--- src/gsr_pkg.sv ---
// Shared types, codes and constants of the grouped scatter-reduce engine.
package gsr_pkg;

    localparam int CELL_W     = 48;
    localparam int VAL_W      = 32;
    localparam int SUB_W      = 16;
    localparam int DIM_W      = 11;
    localparam int OP_W       = 2;
    localparam int RED_W      = 3;
    localparam int ST_W       = 2;
    localparam int CFG_IDX_W  = 2;
    localparam int CFG_DATA_W = 32;

    typedef logic signed [CELL_W-1:0] cell_t;

    localparam logic [OP_W-1:0] OP_CONTRIB = 2'd0;
    localparam logic [OP_W-1:0] OP_READ    = 2'd1;
    localparam logic [OP_W-1:0] OP_CLEAR   = 2'd2;

    localparam logic [RED_W-1:0] RED_SUM  = 3'd0;
    localparam logic [RED_W-1:0] RED_MEAN = 3'd1;
    localparam logic [RED_W-1:0] RED_PROD = 3'd2;
    localparam logic [RED_W-1:0] RED_MAX  = 3'd3;
    localparam logic [RED_W-1:0] RED_MIN  = 3'd4;
    localparam logic [RED_W-1:0] RED_ANY  = 3'd5;
    localparam logic [RED_W-1:0] RED_ALL  = 3'd6;

    localparam logic [ST_W-1:0] ST_OK    = 2'd0;
    localparam logic [ST_W-1:0] ST_RANGE = 2'd1;
    localparam logic [ST_W-1:0] ST_SAT   = 2'd2;

    localparam logic [CFG_IDX_W-1:0] CFG_REDUCER = 2'd0;
    localparam logic [CFG_IDX_W-1:0] CFG_FILL    = 2'd1;
    localparam logic [CFG_IDX_W-1:0] CFG_ROWS    = 2'd2;
    localparam logic [CFG_IDX_W-1:0] CFG_COLS    = 2'd3;

    localparam cell_t CELL_MAX = 48'sh7FFF_FFFF_FFFF;
    localparam cell_t CELL_MIN = 48'sh8000_0000_0000;
    localparam cell_t Q_ONE    = 48'sd65536;

    // memory strobes from the sequencer to the store
    typedef struct packed {
        logic rd_en;
        logic cell_we;
        logic touch_we;
        logic touch_val;
    } mem_ctl_t;

    function automatic cell_t identity(input logic [RED_W-1:0] red);
        cell_t id;
        case (red)
            RED_PROD, RED_ALL: id = Q_ONE;
            RED_MAX:           id = CELL_MIN;
            RED_MIN:           id = CELL_MAX;
            default:           id = '0;
        endcase
        return id;
    endfunction

endpackage

--- src/gsr_div.sv ---
// Restoring divider for the mean readout, one quotient bit a cycle.
module gsr_div #(
    parameter int DW = 24
) (
    input  logic              aclk,
    input  logic              aresetn,
    input  logic              start,
    input  gsr_pkg::cell_t    dividend,
    input  logic [DW-1:0]     divisor,
    output logic              done,
    output gsr_pkg::cell_t    quotient
);
    import gsr_pkg::*;

    localparam int CW = $clog2(CELL_W + 1);
    localparam logic [CW-1:0] LAST = CW'(CELL_W - 1);

    logic          busy_reg, busy_next;
    logic          done_reg, done_next;
    logic [CW-1:0] cnt_reg, cnt_next;
    logic [47:0]   a_reg;
    logic [DW-1:0] rem_reg;
    logic [DW-1:0] d_reg;
    logic          neg_reg;

    logic [DW:0]   shifted, diff;
    logic          ge;

    assign shifted = {rem_reg, a_reg[47]};
    assign diff    = shifted - {1'b0, d_reg};
    assign ge      = !diff[DW];

    always_comb begin
        busy_next = busy_reg;
        done_next = 1'b0;
        cnt_next  = cnt_reg;
        if (busy_reg) begin
            cnt_next = cnt_reg + 1'b1;
            if (cnt_reg == LAST) begin
                busy_next = 1'b0;
                done_next = 1'b1;
            end
        end else if (start) begin
            busy_next = 1'b1;
            cnt_next  = '0;
        end
    end

    always_ff @(posedge aclk) begin
        if (!aresetn) begin
            busy_reg <= 1'b0;
            done_reg <= 1'b0;
            cnt_reg  <= '0;
        end else begin
            busy_reg <= busy_next;
            done_reg <= done_next;
            cnt_reg  <= cnt_next;
        end
    end

    always_ff @(posedge aclk) begin
        if (busy_reg) begin
            a_reg   <= {a_reg[46:0], ge};
            rem_reg <= ge ? diff[DW-1:0] : shifted[DW-1:0];
        end else if (start) begin
            a_reg   <= dividend[47] ? 48'(-dividend) : dividend;
            rem_reg <= '0;
            d_reg   <= divisor;
            neg_reg <= dividend[47];
        end
    end

    assign done     = done_reg;
    assign quotient = neg_reg ? 48'(-a_reg) : a_reg;

endmodule

--- config.mk ---
export PLATFORM = sky130hd
export DESIGN_NAME = gsr_div
export DESIGN_NICKNAME = d
export VERILOG_FILES = /design/src/gsr_pkg.sv /design/src/gsr_div.sv
export SDC_FILE = /design/constraint.sdc
export NUM_CORES = 1
export LEC_CHECK = 0
export BUFFER_PORTS_ARGS = -buffer_cell sky130_fd_sc_hd__buf_4
export CAP_MARGIN = 25
export CORE_UTILIZATION = 54
export DETAILED_ROUTE_END_ITERATION = 7
export PLACE_DENSITY = 0.86
export SLEW_MARGIN = 20
export SYNTH_ARGS = -nofsm -noshare
export SYNTH_HDL_FRONTEND = slang
export SYNTH_SLANG_ARGS = --single-unit
export TNS_END_PERCENT = 100
--- constraint.sdc ---
create_clock -name aclk -period 3.77 [get_ports aclk]
set_input_delay 0.377 -clock aclk [delete_from_list [all_inputs] [get_ports aclk]]
set_output_delay 0.377 -clock aclk [all_outputs]
set_load 0.02 [all_outputs]
==> flow_summary.toml <==
[global_routing]
met2_usage_pct = 43.7
grt_max_degree = 64
grt-ovfl-total = 0
met1_usage_pct = 31.4
top_usage_layer = "met2"
grt_usage_pct = 25.4
grt_pass1_vias = 6104
grt_first_pass_wirelength_um = 28800
antenna_found_initial = 0
met3_usage_pct = 5.17

[sta]
slew_violations = 0
skew_ns = 0.0105
fmax_mhz = 249
slew-limit-headroom_pct = 56.9
finalCritPeriodShare_pct = 106
setup_viol = 12
min_period_ns = 4.01
rsz0062_at_grt = "yes"
worst_slew_pin_slew_ns = 0.646
setup_ws_ns = -0.238
fin_hold_ws_ns = 0.182
hold_viol = 0

[worst_setup_path]
crit_buf_inv = 1
cp-end-kind = "output pin"
cp-start-kind = "flop"
critical-path-top-delay-family = "simple AND/OR/NAND/NOR gates"
path_cells = "or3_4, or3_4, or4_4, or4_4, or3_4, or3_4, o31ai_4, xnor2_2, buf_4"
crit_fanout = 3
path_class = "reg -> out"
critical_path_arrival_ns = 3.63
cp.required_ns = 3.39
crit_slowest_cell = "or4_4"
r2r_slack_ns = 0.61
critPathMaxStageDelay_ns = 0.45
crit_top_cell = "or3_4"

[yosys]
seq_area_frac_synth_pct = 41.4
synth-async-reset-ratio_pct = 0
synth_nets = 878
yosysTopAreaCell = "edfxtp_1"
syn_area_per_cell_um2 = 9.58
synthTopCellsByArea = "edfxtp_1, xnor2_1, o21ai_0"
synth_top_area_share_pct = 39.2
netlist_area_mm2 = 0.00742
yosysWarnings = 0
synth_edf_count = 97
ys_ff_latch = 105
ys_types = 61
syn_inst = 775
synth_flop_cell = "edfxtp_1"

[floorplanning]
die-area_mm2 = 0.0142
core_area_mm2 = 0.0133
io-pin-count = 124
die_w_um = 119
die_y_um = 119
start_util_pct = 55.6
rows = 42

[pwr]
p_seq_share_pct = 40.5
p_clk_share_pct = 23.8
power_switching_w = 0.00132
peakVddDrop_mv = 0.246
power_switching_share_pct = 34.1
p_int_w = 0.00255
p_comb_share_pct = 35.7
power_leakage_nw = 3.71
p_per_area_mw_per_mm2 = 423

[cts]
clkLatencyLatePin_ns = 0.36
cts_hold_buffers = 0
numCtsBuffers = 9
clk_pin_slew_ns = 0.07
cts.sinks = 105
cts_max_level = 3
clockBufferDepth = 2
clockRootBuffer = "clkbuf_16"
cts_tree = "yes"

[detailed_routing]
wl_per_cell_um = 16.2
drt_iter0_drc = 356
drc = 0
drt_first_pass_iters = 5
avgViaCountPerCell = 5.82
vias = 6365
wl_um = 17700
drt.antenna.violating_nets = 0

[finish]
nFillCells = 1051
final_util_pct = 68.6
drive_above_1_share_pct = 24.4
largest_reg_flops = 48
areaGrowthSynthToFinish_pct = 23.4
layoutNonFillerInstCount = 1093
nets = 1015
antenna_cells = 0

[outcome]
violations = "setup timing"
outcome = "finished, violations left"

[placement]
port_buffers = 123
place_congestion = 0.888
dp.final_hpwl_um = 12700
dpl.cell_count = 1067

[job]
maxCapViolations = 0

[hold_path]
hold_path.class = "in -> reg"
## routing by layer
layer / vias up / wire length (um)
met5: - / 0
met4: 0 / 371
met3: 40 / 1130
met2: 219 / 8820
met1: 3002 / 7330
li1: 3104 / -
## cell families (layout without fill, tap and decap cells)
group / after synthesis / after routing / synth area share [%]
adders and majority gates: 28 / 28 / 4.82
muxes: 25 / 25 / 3.42
and+or+nand+nor: 237 / 237 / 17.0
xor gates and xnor gates: 108 / 108 / 12.7
buffers and inverters: 69 / 211 / 3.56
DFF: 105 / 105 / 41.4
AOI/OAI and AO/OA: 203 / 203 / 17.1
## power by group through the flow
| stage | Sequential, W | Combinational, W | Clock (W) |
|---|---|---|---|
| final | 0.00157 | 0.00138 | 0.000922 |
| after global routing | 0.00159 | 0.00151 | 0.000978 |
| after CTS | 0.00156 | 0.00137 | 0.000938 |
| after detailed placement | 0.00158 | 0.00135 | 0 |
| after global placement | 0.00158 | 0.00132 | 0 |
| after floorplan | 0.00156 | 0.000918 | 0 |
## cell usage after synthesis, types with 2 or more instances
cell and number:
edfxtp_1 97, o21ai_0 85, nand2_1 83, xnor2_1 68, xor2_1 40, nor2_1 38
inv_1 36, a21oi_1 35, clkbuf_1 29, o31ai_1 28, ha_1 27, mux2i_1 22
nand2b_1 19, or3_1 14, a21o_1 13, o41ai_1 10, or2_2 10, nor3_1 9
or4_1 9, dfxtp_1 8, nand4_1 7, nand3_1 6, a211oi_1 5, and2_1 5
nand3b_1 5, nor2b_1 5, or3_4 5, nor4_1 4, a21boi_0 3, a31oi_1 3
and3_1 3, mux2_2 3, nor3b_1 3, o21a_1 3, or4_4 3, a211o_1 2
a22oi_1 2, buf_1 2, nand4b_1 2, o211ai_1 2, or3b_2 2
## repair_timing
action                                  in CTS  in global routing
cloned                                       0                  0
endpoints found under the setup margin      15                 16
resized for setup                           14                 14
pin swaps                                    7                  8
setup buffers                                8                  3
## through the flow
| step | TNS (ns) | cell area [um2] | setup WS [ns] | power (W) |
|---|---|---|---|---|
| CTS | -1.03 | 9070 | -0.254 | 0.00387 |
| global route | -2.57 | 9160 | -0.331 | 0.00407 |
| global placement | 0 | 8660 | 0.0230 | 0.00290 |
| floorplan | 0 | 7420 | 0.169 | 0.00247 |
| detailed placement | -0.00928 | 8660 | -0.00928 | 0.00293 |
| finish | -1.26 | 9160 | -0.238 | 0.00387 |
## cell usage in the layout (no fill, tap or decap), types with 9 or more instances in the layout
cell type	n
mux2i_1	22
buf_4	156
o31ai_1	24
o41ai_1	10
nand2_1	82
edfxtp_1	97
clkbuf_16	9
xor2_1	40
nor2_1	38
nand2b_1	19
or2_2	10
or3_1	11
a21oi_1	35
xnor2_1	65
o21ai_0	83
a21o_1	13
ha_1	27
inv_1	35
## area by class of cell
class | count | area (um2) | area share, %
clock buffer | 11 | 243 | 2.65
clock inverter | 5 | 41.3 | 0.451
inverter | 36 | 135 | 1.48
multi-input combinational | 601 | 4230 | 46.2
sequential | 105 | 3070 | 33.6
tap | 176 | 220 | 2.40
timing repair buffer | 159 | 1210 | 13.2
## final timing paths
path              start            to  depth (start not counted)
max reg2reg  rem_reg[5]    rem_reg[9]                         11
max           a_reg[35]  quotient[47]                          9
min          divisor[4]      d_reg[4]                          1
min reg2reg  cnt_reg[3]    cnt_reg[3]                          2
Note: power is estimated with default switching activity, not from simulation.
