<file path="src/gsr_pkg.sv">
// Shared types, codes and constants of the grouped scatter-reduce engine.
package gsr_pkg;

    localparam int CELL_W     = 48;
    localparam int VAL_W      = 32;
    localparam int SUB_W      = 16;
    localparam int DIM_W      = 11;
    localparam int OP_W       = 2;
    localparam int RED_W      = 3;
    localparam int ST_W       = 2;
    localparam int CFG_IDX_W  = 2;
    localparam int CFG_DATA_W = 32;

    typedef logic signed [CELL_W-1:0] cell_t;

    localparam logic [OP_W-1:0] OP_CONTRIB = 2'd0;
    localparam logic [OP_W-1:0] OP_READ    = 2'd1;
    localparam logic [OP_W-1:0] OP_CLEAR   = 2'd2;

    localparam logic [RED_W-1:0] RED_SUM  = 3'd0;
    localparam logic [RED_W-1:0] RED_MEAN = 3'd1;
    localparam logic [RED_W-1:0] RED_PROD = 3'd2;
    localparam logic [RED_W-1:0] RED_MAX  = 3'd3;
    localparam logic [RED_W-1:0] RED_MIN  = 3'd4;
    localparam logic [RED_W-1:0] RED_ANY  = 3'd5;
    localparam logic [RED_W-1:0] RED_ALL  = 3'd6;

    localparam logic [ST_W-1:0] ST_OK    = 2'd0;
    localparam logic [ST_W-1:0] ST_RANGE = 2'd1;
    localparam logic [ST_W-1:0] ST_SAT   = 2'd2;

    localparam logic [CFG_IDX_W-1:0] CFG_REDUCER = 2'd0;
    localparam logic [CFG_IDX_W-1:0] CFG_FILL    = 2'd1;
    localparam logic [CFG_IDX_W-1:0] CFG_ROWS    = 2'd2;
    localparam logic [CFG_IDX_W-1:0] CFG_COLS    = 2'd3;

    localparam cell_t CELL_MAX = 48'sh7FFF_FFFF_FFFF;
    localparam cell_t CELL_MIN = 48'sh8000_0000_0000;
    localparam cell_t Q_ONE    = 48'sd65536;

    // memory strobes from the sequencer to the store
    typedef struct packed {
        logic rd_en;
        logic cell_we;
        logic touch_we;
        logic touch_val;
    } mem_ctl_t;

    function automatic cell_t identity(input logic [RED_W-1:0] red);
        cell_t id;
        case (red)
            RED_PROD, RED_ALL: id = Q_ONE;
            RED_MAX:           id = CELL_MIN;
            RED_MIN:           id = CELL_MAX;
            default:           id = '0;
        endcase
        return id;
    endfunction

endpackage

</file>
<file path="src/gsr_mul.sv">
// Q32.16 x Q16.16 product with saturation, one 24x32 multiplier over two passes.
module gsr_mul (
    input  logic                  aclk,
    input  logic                  aresetn,
    input  logic                  start,
    input  gsr_pkg::cell_t        acc,
    input  logic signed [31:0]    value,
    output logic                  done,
    output gsr_pkg::cell_t        result,
    output logic                  sat
);
    import gsr_pkg::*;

    localparam logic [1:0] PH_IDLE = 2'd0;
    localparam logic [1:0] PH_LO   = 2'd1;
    localparam logic [1:0] PH_HI   = 2'd2;
    localparam logic [1:0] PH_FIN  = 2'd3;

    logic [1:0]  phase_reg, phase_next;
    logic        done_reg, done_next;
    logic [47:0] ma_reg;
    logic [31:0] mb_reg;
    logic        neg_reg;
    logic [55:0] plo_reg, phi_reg;
    cell_t       res_reg;
    logic        sat_reg;

    logic [23:0] mul_a;
    logic [55:0] prod;
    logic [79:0] full;
    logic [63:0] mag;

    assign mul_a = (phase_reg == PH_LO) ? ma_reg[23:0] : ma_reg[47:24];
    assign prod  = {32'd0, mul_a} * {24'd0, mb_reg};
    assign full  = {phi_reg, 24'd0} + {24'd0, plo_reg};
    // drop 16 fraction bits: truncation of the magnitude is toward zero
    assign mag   = full[79:16];

    always_comb begin
        phase_next = phase_reg;
        done_next  = 1'b0;
        case (phase_reg)
            PH_IDLE: if (start) phase_next = PH_LO;
            PH_LO:   phase_next = PH_HI;
            PH_HI:   phase_next = PH_FIN;
            PH_FIN: begin
                phase_next = PH_IDLE;
                done_next  = 1'b1;
            end
            default: phase_next = PH_IDLE;
        endcase
    end

    always_ff @(posedge aclk) begin
        if (!aresetn) begin
            phase_reg <= PH_IDLE;
            done_reg  <= 1'b0;
        end else begin
            phase_reg <= phase_next;
            done_reg  <= done_next;
        end
    end

    always_ff @(posedge aclk) begin
        case (phase_reg)
            PH_IDLE: begin
                if (start) begin
                    ma_reg  <= acc[47] ? 48'(-acc) : acc;
                    mb_reg  <= value[31] ? 32'(-value) : value;
                    neg_reg <= acc[47] ^ value[31];
                end
            end
            PH_LO: plo_reg <= prod;
            PH_HI: phi_reg <= prod;
            PH_FIN: begin
                if (neg_reg) begin
                    if (mag > 64'h0000_8000_0000_0000) begin
                        res_reg <= CELL_MIN;
                        sat_reg <= 1'b1;
                    end else begin
                        res_reg <= 48'(-mag);
                        sat_reg <= 1'b0;
                    end
                end else begin
                    if (mag > 64'h0000_7FFF_FFFF_FFFF) begin
                        res_reg <= CELL_MAX;
                        sat_reg <= 1'b1;
                    end else begin
                        res_reg <= mag[47:0];
                        sat_reg <= 1'b0;
                    end
                end
            end
            default: ;
        endcase
    end

    assign done   = done_reg;
    assign result = res_reg;
    assign sat    = sat_reg;

endmodule

</file>
<file path="config.mk">
export PLATFORM = sky130hd
export DESIGN_NAME = gsr_mul
export DESIGN_NICKNAME = d
export VERILOG_FILES = /design/src/gsr_pkg.sv /design/src/gsr_mul.sv
export SDC_FILE = /design/constraint.sdc
export NUM_CORES = 2
export LEC_CHECK = 0
export BUFFER_PORTS_ARGS = -buffer_cell sky130_fd_sc_hd__buf_2
export CAP_MARGIN = 20
export CELL_PAD_IN_SITES_DETAIL_PLACEMENT = 0
export CELL_PAD_IN_SITES_GLOBAL_PLACEMENT = 1
export CORE_UTILIZATION = 30
export DETAILED_ROUTE_END_ITERATION = 7
export HOLD_SLACK_MARGIN = 0.06
export PLACE_DENSITY = 0.58
export SETUP_SLACK_MARGIN = 0.1
export SYNTH_ARGS = -nofsm -noshare
export SYNTH_HDL_FRONTEND = slang
export SYNTH_SLANG_ARGS = --single-unit
</file>
<file path="constraint.sdc">
create_clock -name aclk -period 10.75 [get_ports aclk]
set_input_delay 1.6125 -clock aclk [delete_from_list [all_inputs] [get_ports aclk]]
set_output_delay 1.6125 -clock aclk [all_outputs]
set_load 0.02 [all_outputs]
</file>
==> results.ini <==
[run_status]
status=finished clean

[die]
num_rows=130
io_pins=133
die-height_um=358.7
die-width_um=358.7
die_area_sq_um=128700
start_util_pct=30.33
core_sq_um=125900

[worst_setup_path]
end_kind=register
critPathBufInv=6
crit_fanout=25
critPathKind=reg2reg
cp_data_arrival_time_ps=9410
required_ps=11060
crit_family=adder cells
slowest_stage=mux2i_4
slowest_delay_ps=720
cpMostUsedCell=fa_1
startpoint_type=register
r2r_setup_slack_ps=1650

[clock_tree]
cts_buffer_depth=3
cts_made_buffers=26
clockRootBuffer=clkbuf_16
cts_tree=built
clock-sinks=229
cts.repair.resized=0
clk_pin_slew_ps=60
cts_setup_buffers=0
worstSkewPairLatency_ps=580
cts_max_level=1
holdBufCountCts=0

[detailed_routing]
wl_um=114200
vias=27720
first_pass_iters=8
viasPerCell=4.813
route.detailed.drc=0
wl_per_cell_um=19.84
first_iter_violations=1881
ant_nets=0

[placed_design]
port_buffers=132
dpl_cell_area_sq_um=40580
dp_hpwl_um=88480
place_congestion=0.8497
placed_cells=5712

[finish]
diodes=0
areaGrowthSynthToFinish_pct=8.376
final_area_sq_um=41380
nets=5054
n_fill_cell=13240
largest_register_ffs=56
drive_gt1_share_pct=6.938
fin_cells=5758

[synth]
synth-seq-area-share_pct=17.93
syn-cell-area_sq_um=38180
synth_edf_count=226
syn_area_per_cell_sq_um=9.365
syn_nets=5041
async_reset_ff_share_pct=0
synthCells=4077
synth_cell_types=71
synth-seq-cells=229
yosys_warnings=0
synth_top_flop_cell=edfxtp_1

[global_route]
grt_pass1_vias=28870
grt_start_max_net_pins=82
grt_overflow=0
grt_pass1_wl_um=176600
antenna_found_initial=5
grtUsageTotal_pct=17.96

[timing]
setup_viol=0
setup_tns_ps=0
post-route-min-period_ps=9102
worst_pin_slew_ps=1045
period_share_pct=84.67
final_hold_viol_count=0
rsz0062_at_grt=no
slew_headroom_pct=29.68
fin_skew_ps=12.13
maxSlewViolCount=0
fmaxAchievable_ghz=0.1099

[hold_path]
hp-class=reg2reg

[flow_run]
max-cap-violations=0

==> layer usage <==
| metal | vias to the layer above | wire [um] | track usage, % |
|---|---|---|---|
| li1 | 12940 | - | - |
| met1 | 13970 | 54510 | 25.85 |
| met2 | 701 | 50520 | 28.17 |
| met3 | 103 | 7093 | 3.467 |
| met4 | 2 | 2082 | 3.025 |
| met5 | - | 13 | 0.1111 |
==> cell usage in the layout (no fill, tap or decap), types with 28 or more instances in the layout <==
cell,synthesis,routed
a21oi_1,97,97
nand4_1,28,28
nor2_1,149,149
inv_1,772,772
xnor2_1,137,137
nand2_1,478,478
o21ai_0,102,102
edfxtp_1,226,226
and2_1,319,318
fa_1,659,659
or4_1,28,28
o31ai_1,28,28
ha_1,222,219
nand3_1,51,51
a21o_1,37,37
nor3_1,54,54
buf_4,0,46
buf_2,0,132
xor2_1,28,28
nor2b_1,105,105
==> cell families after synthesis <==
logic type,Yosys count,synth area share (%)
buffers and inverters,965,9.487
DFF,229,17.93
xor gates and xnor gates,165,3.785
adders and majority gates,881,41.83
muxes,44,1.235
AOI/OAI and AO/OA,463,8.062
and+or+nand+nor,1330,17.67
==> path summary, 6_finish.rpt <==
kind,from,to,cells past startpoint
max,phase_reg[1],plo_reg[55],28
min,phase_reg[1],phase_reg[1],2
max reg2reg,phase_reg[1],plo_reg[55],28
min reg2reg,phase_reg[1],phase_reg[1],2
==> through the flow <==
| stage | setup WS, ps | utilization [%] | hold slack (ps) |
|---|---|---|---|
| 6_report | 1648 | 32.87 | 580.6 |
| 3_5_place_dp | 1613 | 32.24 | 572.3 |
| 2_1_floorplan | 1401 | - | 526.5 |
| 4_1_cts | 1601 | 32.87 | 581.8 |
| 5_1_grt | 1162 | 32.87 | 639.2 |
| 3_3_place_gp | 1714 | 32.24 | 566.5 |
==> worst register-to-register path, delay by kind of cell (launching register included) <==
family,cells,cell delay (ps)
and+or+nand+nor,6,1630
xor gates and xnor gates,1,120
adders and majority gates,9,4390
buffers and inverters,6,760
DFF,1,340
muxes,1,740
AOI/OAI and AO/OA,5,860
==> synthesized netlist by cell type, types with 8 or more instances <==
cell type / count / area share [%]
a31oi_1: 15 / 0.25
o22ai_1: 26 / 0.43
o31ai_1: 28 / 0.55
nor2_1: 149 / 1.5
mux2_2: 25 / 0.74
o21a_1: 13 / 0.26
o211ai_1: 13 / 0.26
a311oi_1: 9 / 0.21
nand3_1: 51 / 0.67
nand2b_1: 18 / 0.29
a21oi_1: 97 / 1.3
or4_1: 28 / 0.55
and2_1: 319 / 5.2
a221oi_1: 11 / 0.25
o21ai_0: 102 / 1.3
nor3_1: 54 / 0.71
nor4_1: 17 / 0.28
nor2b_1: 105 / 1.7
edfxtp_1: 226 / 18
a21o_1: 37 / 0.73
o41ai_1: 14 / 0.32
o21bai_1: 17 / 0.33
nand4_1: 28 / 0.46
ha_1: 222 / 7.3
fa_1: 659 / 35
inv_1: 772 / 7.6
mux2i_1: 19 / 0.50
a211oi_1: 18 / 0.35
nand2_1: 478 / 4.7
or3_1: 22 / 0.36
clkbuf_1: 193 / 1.9
o311ai_0: 8 / 0.18
and3_1: 17 / 0.28
xnor2_1: 137 / 3.1
xor2_1: 28 / 0.64
or2_2: 13 / 0.21
==> final cells by class <==
type,instances,area (sq um),area share (%)
inverter,772,2898,7.003
clock buffer,33,706.9,1.708
sequential,229,6847,16.55
clock inverter,13,87.58,0.2117
multi-input combinational,2883,27770,67.11
timing repair buffer,178,1006,2.431
tap,1650,2064,4.989
Power is not shown: default switching activity piles up to over one toggle a cycle in this logic, so the estimate is an artifact.
